### src/rtl/core/ptwa_pkg.sv
// Shared types, codes and constants for the peer table with aging.
`timescale 1ns / 1ps
`default_nettype none

package ptwa_pkg;

    localparam int SLOTS_DEFAULT = 4;
    localparam logic [31:0] TIMEOUT_RESET = 32'd3000;

    // Address family codes
    localparam logic [1:0] FAM_IPV4 = 2'd0;
    localparam logic [1:0] FAM_IPV6 = 2'd1;

    // Result status codes
    localparam logic [1:0] ST_REFRESHED = 2'd0;
    localparam logic [1:0] ST_ADDED     = 2'd1;
    localparam logic [1:0] ST_FULL      = 2'd2;
    localparam logic [1:0] ST_SWEPT     = 2'd3;

    // Request kinds
    localparam logic ACT_SEEN  = 1'b0;
    localparam logic ACT_SWEEP = 1'b1;

    typedef enum logic [1:0] {
        S_IDLE,
        S_SCAN,
        S_WRITE
    } seq_state_t;

    typedef struct packed {
        logic [1:0]  family;
        logic [15:0] port;
        logic [63:0] addr_high;
        logic [63:0] addr_low;
    } peer_key_t;

    typedef struct packed {
        logic hit;
        logic expired;
    } cmp_result_t;

endpackage

`default_nettype wire

### src/rtl/core/ptwa_cmp_unit.sv
// Shared compare unit: key match and age check for one table entry.
`timescale 1ns / 1ps
`default_nettype none

module ptwa_cmp_unit
    import ptwa_pkg::*;
(
    input  wire logic        entry_valid,
    input  wire peer_key_t   entry_key,
    input  wire logic [31:0] entry_seen,
    input  wire peer_key_t   req_key,
    input  wire logic [31:0] now_ms,
    input  wire logic [31:0] age_timeout,
    output cmp_result_t      result
);

    logic        same_port;
    logic        addr_eq;
    logic [31:0] age;

    assign same_port = (entry_key.family == req_key.family) &&
                       (entry_key.port == req_key.port);

    always_comb begin
        unique case (req_key.family)
            FAM_IPV4: addr_eq = (entry_key.addr_low[31:0] == req_key.addr_low[31:0]);
            FAM_IPV6: addr_eq = (entry_key.addr_low == req_key.addr_low) &&
                                (entry_key.addr_high == req_key.addr_high);
            default:  addr_eq = 1'b0;   // other families never match
        endcase
    end

    // age wraps modulo 2^32
    assign age = now_ms - entry_seen;

    assign result.hit     = entry_valid && same_port && addr_eq;
    assign result.expired = entry_valid && (age > age_timeout);

endmodule

`default_nettype wire

### src/rtl/core/ptwa_entry_store.sv
// Entry memory: peer keys and last-seen times, one read and one write port.
`timescale 1ns / 1ps
`default_nettype none

module ptwa_entry_store
    import ptwa_pkg::*;
#(
    parameter int SLOTS = SLOTS_DEFAULT,
    localparam int IDX_W = (SLOTS > 1) ? $clog2(SLOTS) : 1
) (
    input  wire logic             aclk,
    input  wire logic [IDX_W-1:0] rd_addr,
    output peer_key_t             rd_key,
    output logic [31:0]           rd_seen,
    input  wire logic             wr_key_en,
    input  wire logic             wr_seen_en,
    input  wire logic [IDX_W-1:0] wr_addr,
    input  wire peer_key_t        wr_key,
    input  wire logic [31:0]      wr_seen
);

    peer_key_t   key_mem  [SLOTS];
    logic [31:0] seen_mem [SLOTS];

    always_ff @(posedge aclk) begin
        if (wr_key_en) begin
            key_mem[wr_addr] <= wr_key;
        end
        if (wr_seen_en) begin
            seen_mem[wr_addr] <= wr_seen;
        end
    end

    always_ff @(posedge aclk) begin
        rd_key  <= key_mem[rd_addr];
        rd_seen <= seen_mem[rd_addr];
    end

endmodule

`default_nettype wire

### src/rtl/core/peer_table_with_aging.sv
// Top level of the peer table with aging: sequencer, valid bits and stream ports.
// A request is taken only in the idle state, so the next one waits until the last one
//   has been scanned and its result written; the single compare unit visits one
//   slot per cycle through the one read port of the entry memory.
// A result may wait on m_tvalid while the next request is taken and scanned.
// Reset (aresetn low, synchronous): all slots invalid, no result pending,
//   age_timeout back to 3000 ms.
`timescale 1ns / 1ps
`default_nettype none

module peer_table_with_aging
    import ptwa_pkg::*;
#(
    parameter int SLOTS = SLOTS_DEFAULT
) (
    input  wire logic         aclk,
    input  wire logic         aresetn,
    // configuration: age_timeout
    input  wire logic         cfg_wr_en,
    input  wire logic [31:0]  cfg_wr_data,
    // request channel
    input  wire logic         s_tvalid,
    output logic              s_tready,
    // tdata, low to high: now_ms[31:0], addr_family[33:32], peer_port[49:34],
    //   address_high[113:50], address_low[177:114], zero pad[183:178]
    input  wire logic [183:0] s_tdata,
    // tuser: action
    input  wire logic         s_tuser,
    // result channel
    output logic              m_tvalid,
    input  wire logic         m_tready,
    // tdata, low to high: slot_index[1:0], removed_mask[5:2], active_mask[9:6],
    //   zero pad[15:10]
    output logic [15:0]       m_tdata,
    // tuser: status
    output logic [1:0]        m_tuser
);

    localparam int IDX_W = (SLOTS > 1) ? $clog2(SLOTS) : 1;
    localparam logic [IDX_W-1:0] LAST_IDX = IDX_W'(SLOTS - 1);

    // ------------------------------------------------------------------
    // State
    // ------------------------------------------------------------------
    seq_state_t state_reg, state_next;

    logic [31:0]      timeout_reg;
    logic [SLOTS-1:0] valid_reg, valid_next;
    logic [IDX_W-1:0] idx_reg, idx_next;

    // latched request
    logic             act_reg;
    logic [31:0]      now_reg;
    peer_key_t        key_reg;

    // scan results
    logic             hit_found_reg, hit_found_next;
    logic [IDX_W-1:0] hit_idx_reg, hit_idx_next;
    logic             free_found_reg, free_found_next;
    logic [IDX_W-1:0] free_idx_reg, free_idx_next;
    logic [SLOTS-1:0] removed_reg, removed_next;

    // output register
    logic             out_valid_reg, out_valid_next;
    logic [1:0]       out_status_reg, out_status_next;
    logic [IDX_W-1:0] out_slot_reg, out_slot_next;
    logic [SLOTS-1:0] out_removed_reg, out_removed_next;
    logic [SLOTS-1:0] out_active_reg, out_active_next;

    // memory and compare unit hookup
    peer_key_t        rd_key;
    logic [31:0]      rd_seen;
    logic             wr_key_en, wr_seen_en;
    logic [IDX_W-1:0] wr_addr;
    cmp_result_t      cmp;
    peer_key_t        in_key;

    logic s_accept;
    logic out_free;

    assign s_tready = (state_reg == S_IDLE);
    assign s_accept = s_tvalid && s_tready;
    assign out_free = !out_valid_reg || m_tready;

    assign in_key.family    = s_tdata[33:32];
    assign in_key.port      = s_tdata[49:34];
    assign in_key.addr_high = s_tdata[113:50];
    assign in_key.addr_low  = s_tdata[177:114];

    // ------------------------------------------------------------------
    // Entry memory and the shared compare unit
    // The read address runs one slot ahead of idx_reg so the registered
    // read data lines up with the slot under test.
    // ------------------------------------------------------------------
    ptwa_entry_store #(
        .SLOTS(SLOTS)
    ) u_store (
        .aclk       (aclk),
        .rd_addr    (idx_next),
        .rd_key     (rd_key),
        .rd_seen    (rd_seen),
        .wr_key_en  (wr_key_en),
        .wr_seen_en (wr_seen_en),
        .wr_addr    (wr_addr),
        .wr_key     (key_reg),
        .wr_seen    (now_reg)
    );

    ptwa_cmp_unit u_cmp (
        .entry_valid (valid_reg[idx_reg]),
        .entry_key   (rd_key),
        .entry_seen  (rd_seen),
        .req_key     (key_reg),
        .now_ms      (now_reg),
        .age_timeout (timeout_reg),
        .result      (cmp)
    );

    // ------------------------------------------------------------------
    // Sequencer: next state
    // ------------------------------------------------------------------
    always_comb begin
        state_next = state_reg;
        unique case (state_reg)
            S_IDLE:  if (s_accept) state_next = S_SCAN;
            S_SCAN:  if (idx_reg == LAST_IDX) state_next = S_WRITE;
            S_WRITE: if (out_free) state_next = S_IDLE;
            default: state_next = S_IDLE;
        endcase
    end

    // ------------------------------------------------------------------
    // Sequencer: datapath controls
    // ------------------------------------------------------------------
    always_comb begin
        idx_next         = '0;
        valid_next       = valid_reg;
        hit_found_next   = hit_found_reg;
        hit_idx_next     = hit_idx_reg;
        free_found_next  = free_found_reg;
        free_idx_next    = free_idx_reg;
        removed_next     = removed_reg;
        wr_key_en        = 1'b0;
        wr_seen_en       = 1'b0;
        wr_addr          = hit_idx_reg;
        out_valid_next   = out_valid_reg && !m_tready;
        out_status_next  = out_status_reg;
        out_slot_next    = out_slot_reg;
        out_removed_next = out_removed_reg;
        out_active_next  = out_active_reg;

        unique case (state_reg)
            S_IDLE: begin
                hit_found_next  = 1'b0;
                hit_idx_next    = '0;
                free_found_next = 1'b0;
                free_idx_next   = '0;
                removed_next    = '0;
            end
            S_SCAN: begin
                idx_next = idx_reg + 1'b1;
                if (act_reg == ACT_SWEEP) begin
                    if (cmp.expired) begin
                        valid_next[idx_reg]   = 1'b0;
                        removed_next[idx_reg] = 1'b1;
                    end
                end else begin
                    // lowest matching slot wins, likewise the lowest free one
                    if (!hit_found_reg && cmp.hit) begin
                        hit_found_next = 1'b1;
                        hit_idx_next   = idx_reg;
                    end
                    if (!free_found_reg && !valid_reg[idx_reg]) begin
                        free_found_next = 1'b1;
                        free_idx_next   = idx_reg;
                    end
                end
            end
            S_WRITE: begin
                if (out_free) begin
                    out_valid_next   = 1'b1;
                    out_slot_next    = '0;
                    out_removed_next = '0;
                    if (act_reg == ACT_SWEEP) begin
                        out_status_next  = ST_SWEPT;
                        out_removed_next = removed_reg;
                    end else if (hit_found_reg) begin
                        wr_seen_en      = 1'b1;
                        wr_addr         = hit_idx_reg;
                        out_status_next = ST_REFRESHED;
                        out_slot_next   = hit_idx_reg;
                    end else if (free_found_reg) begin
                        wr_key_en              = 1'b1;
                        wr_seen_en             = 1'b1;
                        wr_addr                = free_idx_reg;
                        valid_next[free_idx_reg] = 1'b1;
                        out_status_next        = ST_ADDED;
                        out_slot_next          = free_idx_reg;
                    end else begin
                        out_status_next = ST_FULL;
                    end
                    out_active_next = valid_next;
                end
            end
            default: ;
        endcase
    end

    // ------------------------------------------------------------------
    // Registers
    // ------------------------------------------------------------------
    always_ff @(posedge aclk) begin
        if (!aresetn) begin
            state_reg      <= S_IDLE;
            timeout_reg    <= TIMEOUT_RESET;
            valid_reg      <= '0;
            idx_reg        <= '0;
            hit_found_reg  <= 1'b0;
            free_found_reg <= 1'b0;
            out_valid_reg  <= 1'b0;
        end else begin
            state_reg      <= state_next;
            valid_reg      <= valid_next;
            idx_reg        <= idx_next;
            hit_found_reg  <= hit_found_next;
            free_found_reg <= free_found_next;
            out_valid_reg  <= out_valid_next;
            if (cfg_wr_en) begin
                timeout_reg <= cfg_wr_data;
            end
        end
    end

    // payload, no reset
    always_ff @(posedge aclk) begin
        if (s_accept) begin
            act_reg <= s_tuser;
            now_reg <= s_tdata[31:0];
            key_reg <= in_key;
        end
        hit_idx_reg     <= hit_idx_next;
        free_idx_reg    <= free_idx_next;
        removed_reg     <= removed_next;
        out_status_reg  <= out_status_next;
        out_slot_reg    <= out_slot_next;
        out_removed_reg <= out_removed_next;
        out_active_reg  <= out_active_next;
    end

    // ------------------------------------------------------------------
    // Result port: index and masks cut or zero-filled to the field widths
    // ------------------------------------------------------------------
    assign m_tvalid       = out_valid_reg;
    assign m_tuser        = out_status_reg;
    assign m_tdata[15:10] = '0;

    for (genvar j = 0; j < 2; j++) begin : g_slot
        if (j < IDX_W) begin : g_bit
            assign m_tdata[j] = out_slot_reg[j];
        end else begin : g_zero
            assign m_tdata[j] = 1'b0;
        end
    end

    for (genvar j = 0; j < 4; j++) begin : g_mask
        if (j < SLOTS) begin : g_bit
            assign m_tdata[2 + j] = out_removed_reg[j];
            assign m_tdata[6 + j] = out_active_reg[j];
        end else begin : g_zero
            assign m_tdata[2 + j] = 1'b0;
            assign m_tdata[6 + j] = 1'b0;
        end
    end

    // ------------------------------------------------------------------
    // Assertions
    // ------------------------------------------------------------------
    a_scan_steps: assert property (@(posedge aclk) disable iff (!aresetn)
        (state_reg == S_SCAN && idx_reg != LAST_IDX)
            |=> (state_reg == S_SCAN && idx_reg == $past(idx_reg) + 1'b1))
        else $error("scan did not advance to the next slot");

    a_result_from_write: assert property (@(posedge aclk) disable iff (!aresetn)
        $rose(m_tvalid) |-> $past(state_reg) == S_WRITE)
        else $error("result raised outside the write step");

    a_sweep_no_set: assert property (@(posedge aclk) disable iff (!aresetn)
        (state_reg == S_SCAN && act_reg == ACT_SWEEP)
            |=> (valid_reg & ~$past(valid_reg)) == '0)
        else $error("sweep made a slot valid");

    a_removed_invalid: assert property (@(posedge aclk) disable iff (!aresetn)
        (state_reg == S_SCAN) |=> (removed_reg & valid_reg) == '0)
        else $error("freed slot still valid");

endmodule

`default_nettype wire

### config.mk
export PLATFORM = sky130hd
export DESIGN_NAME = peer_table_with_aging
export DESIGN_NICKNAME = d
export VERILOG_FILES = /design/src/rtl/core/ptwa_pkg.sv /design/src/rtl/core/ptwa_cmp_unit.sv /design/src/rtl/core/ptwa_entry_store.sv /design/src/rtl/core/peer_table_with_aging.sv
export SDC_FILE = /design/constraint.sdc
export NUM_CORES = 1
export LEC_CHECK = 0
export BUFFER_PORTS_ARGS = -buffer_cell sky130_fd_sc_hd__buf_2
export CAP_MARGIN = 20
export CELL_PAD_IN_SITES_DETAIL_PLACEMENT = 1
export CELL_PAD_IN_SITES_GLOBAL_PLACEMENT = 1
export CORE_ASPECT_RATIO = 2
export CORE_MARGIN = 4
export CORE_UTILIZATION = 45
export CTS_CLUSTER_SIZE = 20
export DETAILED_ROUTE_END_ITERATION = 10
export PLACE_DENSITY = 0.7
export SKIP_CTS_REPAIR_TIMING = 1
export SLEW_MARGIN = 5
export SYNTH_ARGS = -nofsm -noshare
export SYNTH_HDL_FRONTEND = slang
export SYNTH_SLANG_ARGS = --single-unit
### constraint.sdc
create_clock -name aclk -period 18.78 [get_ports aclk]
set_input_delay 4.695 -clock aclk [delete_from_list [all_inputs] [get_ports aclk]]
set_output_delay 4.695 -clock aclk [all_outputs]
set_load 0.05 [all_outputs]
==> results of run 1 <==
==> kinds of logic after synthesis <==
family / Yosys count / share of synthesized area (%)
mux: 28 / 0.691
buf+inv: 225 / 2.09
flops: 1132 / 75.1
fa+ha+maj: 68 / 2.03
xor+xnor: 168 / 3.48
compound gates: 514 / 8.46
simple gates: 728 / 8.19
other cells: 1 / 0.00886
==> metal layers <==
layer / track usage [%] / vias to the layer above
met3: 3.38 / 168
met4: 7.25 / 6
li1: - / 11000
met2: 41.1 / 552
met5: 0 / -
met1: 23.6 / 12400
==> cells in the mapped netlist, types with 29 or more instances <==
| cell type | instances |
|---|---|
| a211oi_1 | 183 |
| nor2_1 | 51 |
| dfxtp_1 | 221 |
| ha_1 | 67 |
| clkbuf_1 | 110 |
| xor2_1 | 62 |
| a21oi_1 | 39 |
| nor2b_1 | 184 |
| edfxtp_1 | 911 |
| xnor2_1 | 106 |
| a31oi_1 | 181 |
| nand4_1 | 29 |
| nand2_1 | 387 |
| inv_1 | 86 |
==> final cells by class <==
class                   instances  area, µm²  share of cell area, %
flip-flops and latches       1132      31800                   66.0
multi-input cells            1512       9760                   20.3
clock buffers                 136       2870                   5.96
well taps                    1200       1500                   3.12
repair buffers                260       1440                   2.98
clock inverters                50        472                  0.980
inverters                      86        323                  0.670
diodes                          3       7.51                 0.0156
==> final timing paths <==
check                 startpoint                      to  slack, ns
setup / recovery        m_tready  u_store.key_mem[1][74]      10.45
hold / removal    timeout_reg[6]          timeout_reg[6]       0.50
setup reg to reg      now_reg[0]          removed_reg[0]      13.14
hold reg to reg   timeout_reg[6]          timeout_reg[6]       0.50
==> per-stage QoR <==
step / total power, W / instance area (µm²) / hold slack, ns
after floorplan: 0.00313 / 42400 / 0.460
after global placement: 0.00327 / 44700 / 0.479
after detailed placement: 0.00329 / 44800 / 0.489
after CTS: 0.00538 / 48100 / 0.505
after global routing: 0.00551 / 48100 / 0.531
final: 0.00531 / 48200 / 0.498
==> worst reg2reg max path, delay by kind of cell (launching register included) <==
| kind | cells | cell delay, ns |
|---|---|---|
| fa+ha+maj | 3 | 0.89 |
| compound gates | 10 | 2.84 |
| simple gates | 3 | 0.87 |
| xor+xnor | 1 | 0.08 |
| buf+inv | 2 | 0.15 |
| flops | 1 | 0.45 |
==> power by group <==
group          total (W)  internal (W)  leakage [nW]  switching [W]
Combinational   0.000395      0.000148          5.02       0.000247
Clock            0.00207       0.00116          1.64       0.000915
Sequential       0.00284       0.00278          10.2      0.0000562
Total            0.00531       0.00409          16.8        0.00122
==> flow_metrics.tcl, run 1 <==
set metrics [dict create \
    fin_setup_tns_ns 0 \
    crit_type "in -> reg" \
    die-area_um2 99400 \
    chipHeight_um 442 \
    worstMarginPinSlew_ns 1.02 \
    hold_class "reg -> reg" \
    cp_num_buf_inv 5 \
    yosysTopAreaCell "edfxtp_1" \
    pre_cts_ws_ns 9.69 \
    dp_cells 4189 \
    wl_per_cell_um 24.4 \
    maxCapViolations 0 \
    final_common_cell "edfxtp_1" \
    cp-start-kind "input pin" \
    slowest_delay_ns 0.80 \
    worst_setup_path_end_kind "flip-flop" \
    crit_fanout 55 \
    fin_util_pct 51.7 \
    p_per_area_nw_per_um2 110 \
    wl_met3_um 4630 \
    cp_cell_sequence "buf_2 -> nand2b_1 -> nand2_1 -> inv_1 -> nand2_1 -> nor3b_2 -> buf_4 -> buf_4 -> buf_4" \
    viasPerCell 5.52 \
    grt_pass1_wl_um 162000 \
    gp_congestion 0.867 \
    fillCellCount 9030 \
    arrival_ns 8.65 \
    synth_cells 2864 \
    cts_root_buf "clkbuf_16" \
    whs_path_depth 2 \
    cts_tree "built" \
    drc_errors 0 \
    ir_drop_v 0.0000896 \
    fin_ws_ns 10.45 \
    timing.fmax_ghz 0.120 \
    avgSynthCellArea_um2 14.8 \
    numCtsBuffers 99 \
    relSlewSlack_pct 32.0 \
    syn2layout_area_growth_pct 13.7 \
    synthDistinctLibCells 68 \
    drive_gt1_share_pct 14.5 \
    status "completed" \
    dp_hpwl_um 66900 \
    clk_latency_ns 0.70 \
    cellLeakagePower_nw 16.8 \
    synthArstFlopShare_pct 0 \
    route.met2.wl_um 59900 \
    track_usage_pct 21.4 \
    ys_seq_area_share_pct 75.1 \
    wirelength_um 107000 \
    setup_viol 0 \
    synth_area_leaders "edfxtp_1, dfxtp_1, nand2_1, a211oi_1, nor2b_1" \
    htreeDepth 3 \
    cts.clk_slew.worst_paths_ns 0.06 \
    synth_top_area_share_pct 64.6 \
    layout.nets 3381 \
    ff2ff_path_depth 19 \
    min_period_ns 8.33 \
    ant_nets 0 \
    dr.first_iter.drc_count 1232 \
    rows 158 \
    ys_warn_count 0 \
    ys_ff_latch 1132 \
    start_util_pct 45.5 \
    cpMostUsedCell "buf_4" \
    final_cell_mix "edfxtp_1, nand2_1, buf_2" \
    rsz0062_at_grt "no" \
    num_vias 24200 \
    io_buffers 229 \
    largest_reg_flops 584 \
    crit_required_ns 19.10 \
    top_layer_used "met5" \
    overflow 0 \
    stdcell_count 4379 \
    grt_pass1_vias 27200 \
    ios 242 \
    grt_max_degree 143 \
    die_w_um 225 \
    core_area_um2 93100 \
    synth_area_um2 42300 \
    synthFlopType "edfxtp_1" \
    fin_crit_sh_pct 44.3 \
    synth_edf_count 911 \
    drt-met1-wl_um 39100 \
    final_hold_viol_count 0 \
    path_depth 9 \
    drt_pass1_iterations 5 \
    critPathSlowestCell "buf_4" \
    cts_sinks 1132 \
    slew_violations 0 \
    critPathTopFamily "buffers and inverters" \
    antenna_found_initial 7 \
    skew_ns 0.0345 \
    clockBufferDepth 3 \
]
No activity file was read; power rests on OpenSTA's default activity.
==> run 2, diff against run 1 <==
- clock period: 18.78 -> 7.7 ns (I/O delays scaled with it)
==> run 2 against run 1 <==
Combinational power is 140% higher; critical path depth increased by 10; routed wire length is 0.94% higher; first-iteration DRC count grew 14%; core utilization about the same; worst setup slack worse by 8.3 ns; critical path type is now reg -> reg.
==> flow_metrics.tcl, run 2 (same netlist as run 1, synthesis figures left out) <==
set metrics [dict create \
    fin_crit_sh_pct 71.7 \
    layout.nets 3376 \
    drc_errors 0 \
    p_seq_share_pct 53.7 \
    critPathSlowestCell "a2111oi_2" \
    io_buffers 229 \
    cts_sinks 1132 \
    whs_path_depth 2 \
    relSlewSlack_pct 20.5 \
    p_per_area_nw_per_um2 268 \
    maxCapViolations 0 \
    p_clk_share_pct 38.8 \
    largest_reg_flops 584 \
    num_vias 24300 \
    core_area_um2 93100 \
    viasPerCell 5.56 \
    final_common_cell "edfxtp_1" \
    cellLeakagePower_nw 16.8 \
    final_hold_viol_count 0 \
    fillCellCount 8911 \
    final_cell_mix "edfxtp_1, nand2_1, buf_2" \
    worstReg2RegStart "now_reg[0]" \
    ff2ff_path_depth 19 \
    hold_path_end "timeout_reg[23]" \
    track_usage_pct 21.6 \
    grt_pass1_wl_um 163000 \
    overflow 0 \
    combPwrFrac_pct 7.5 \
    die-area_um2 99400 \
    gp_congestion 0.847 \
    rows 158 \
    dp_hpwl_um 65800 \
    r2r_slack_ns 2.18 \
    power_switching_w 0.00296 \
    ant_nets 0 \
    ios 242 \
    min_period_ns 5.52 \
    cts_root_buf "clkbuf_16" \
    slowest_delay_ns 0.58 \
    worst_setup_path_end_kind "flip-flop" \
    drive_gt1_share_pct 13.8 \
    wl_per_cell_um 24.7 \
    grt_pass1_vias 27400 \
    stdcell_count 4374 \
    worstMarginPinSlew_ns 1.19 \
    cp-start-kind "flip-flop" \
    register_area_um2 31800 \
    numCtsBuffers 98 \
    cp_num_buf_inv 2 \
    wirelength_um 108000 \
    cp_cell_sequence "inv_1 -> ha_1 -> inv_1 -> fa_1 -> a211oi_2 -> o21bai_1 -> a31o_1 -> a2111oi_2 -> o31a_1 -> o21ai_1 -> a21oi_2 -> xnor2_1 -> ha_1 -> nand4_1 -> or2_2 -> nor4_1 -> o21a_1 -> o2111ai_1 -> a21oi_1" \
    grt_max_degree 201 \
    start_util_pct 45.5 \
    arrival_ns 5.86 \
    rsz0062_at_grt "no" \
    die_w_um 225 \
    crit_fanout 5 \
    setup_viol 0 \
    status "completed" \
    cts_tree "built" \
    timing.fmax_ghz 0.181 \
    fin_setup_tns_ns 0 \
    p_int_w 0.00993 \
    skew_ns 0.0260 \
    hold_class "reg -> reg" \
    slew_violations 0 \
    hold_start "timeout_reg[23]" \
    crit_type "reg -> reg" \
    multiInputGateArea_um2 9780 \
    p_sw_share_pct 23.0 \
    antenna_found_initial 12 \
    syn2layout_area_growth_pct 13.7 \
    r2r_end "removed_reg[2]" \
    clockBufferDepth 3 \
    report.power.total_w 0.0129 \
    critPathTopFamily "compound AO/OA/AOI/OAI gates" \
    ir_drop_v 0.000252 \
    htreeDepth 3 \
    chipHeight_um 442 \
    clk_latency_ns 0.71 \
    crit_required_ns 8.04 \
    dp_cells 4185 \
    dr.first_iter.drc_count 1402 \
    cts.clk_slew.worst_paths_ns 0.07 \
    drt_pass1_iterations 5 \
]
==> run 2: cell types whose count changed in the layout (fill, tap and decap cells not counted), sizes merged <==
cell / previous run / this run
buf: 260 / 256
bufinv: 6 / 7
clkbuf: 136 / 141
clkinv: 35 / 26
clkinvlp: 8 / 7
diode: 3 / 4
inv: 87 / 89
==> run 2: how the worst max path moves through the flow <==
stage	from	slack, ns	depth (start not counted)	to
2_1_floorplan	m_tready	0.67	5	u_store.key_mem[1][0]
3_3_place_gp	now_reg[0]	2.24	19	removed_reg[0]
3_5_place_dp	now_reg[0]	2.17	19	removed_reg[2]
4_1_cts	now_reg[0]	2.12	19	removed_reg[2]
5_1_grt	now_reg[0]	1.97	19	removed_reg[2]
6_report	now_reg[0]	2.18	19	removed_reg[2]
==> run 2: through the flow <==
stage | setup slack (ns) | hold WS [ns] | utilization (%) | cell area (µm²)
2_1_floorplan | 0.675 | 0.460 | - | 42400
3_3_place_gp | 2.24 | 0.482 | 48.1 | 44800
3_5_place_dp | 2.17 | 0.487 | 48.2 | 44900
4_1_cts | 2.12 | 0.503 | 51.7 | 48100
5_1_grt | 1.97 | 0.516 | 51.7 | 48100
6_report | 2.18 | 0.500 | 51.7 | 48200
==> run 2: final cells by class <==
| cell class | count | share of cell area (%) |
|---|---|---|
| sequential | 1132 | 66.0 |
| multi-input combinational | 1512 | 20.3 |
| tap | 1200 | 3.12 |
| inverter | 86 | 0.670 |
| clock buffer | 141 | 5.82 |
| timing repair buffer | 256 | 3.12 |
| antenna | 4 | 0.0208 |
| clock inverter | 43 | 0.948 |
==> run 2: per-layer routing <==
metal | vias up | share of wire, % | global-route usage, %
met5 | - | 0.043 | 0
met4 | 6 | 4.8 | 9.96
met3 | 198 | 4.0 | 3.43
met2 | 537 | 54 | 39.9
met1 | 12500 | 37 | 24.0
li1 | 11000 | - | -
==> run 2: power by group through the flow <==
| stage | clock network [W] | registers (W) | logic [W] |
|---|---|---|---|
| 6_report | 0.00501 | 0.00692 | 0.000965 |
| 5_1_grt | 0.00540 | 0.00694 | 0.00106 |
| 4_1_cts | 0.00514 | 0.00693 | 0.000983 |
| 3_5_place_dp | 0 | 0.00706 | 0.000975 |
| 3_3_place_gp | 0 | 0.00704 | 0.000931 |
| 2_1_floorplan | 0 | 0.00701 | 0.000624 |
==> run 2: worst reg2reg max path, cell delays in order, from the launching register on <==
cell,delay [ns]
edfxtp_1,0.45
inv_1,0.10
ha_1,0.16
inv_1,0.05
fa_1,0.43
a211oi_2,0.22
o21bai_1,0.15
a31o_1,0.28
a2111oi_2,0.58
o31a_1,0.30
o21ai_1,0.10
a21oi_2,0.15
xnor2_1,0.08
ha_1,0.30
nand4_1,0.14
or2_2,0.37
nor4_1,0.38
o21a_1,0.34
o2111ai_1,0.17
a21oi_1,0.42
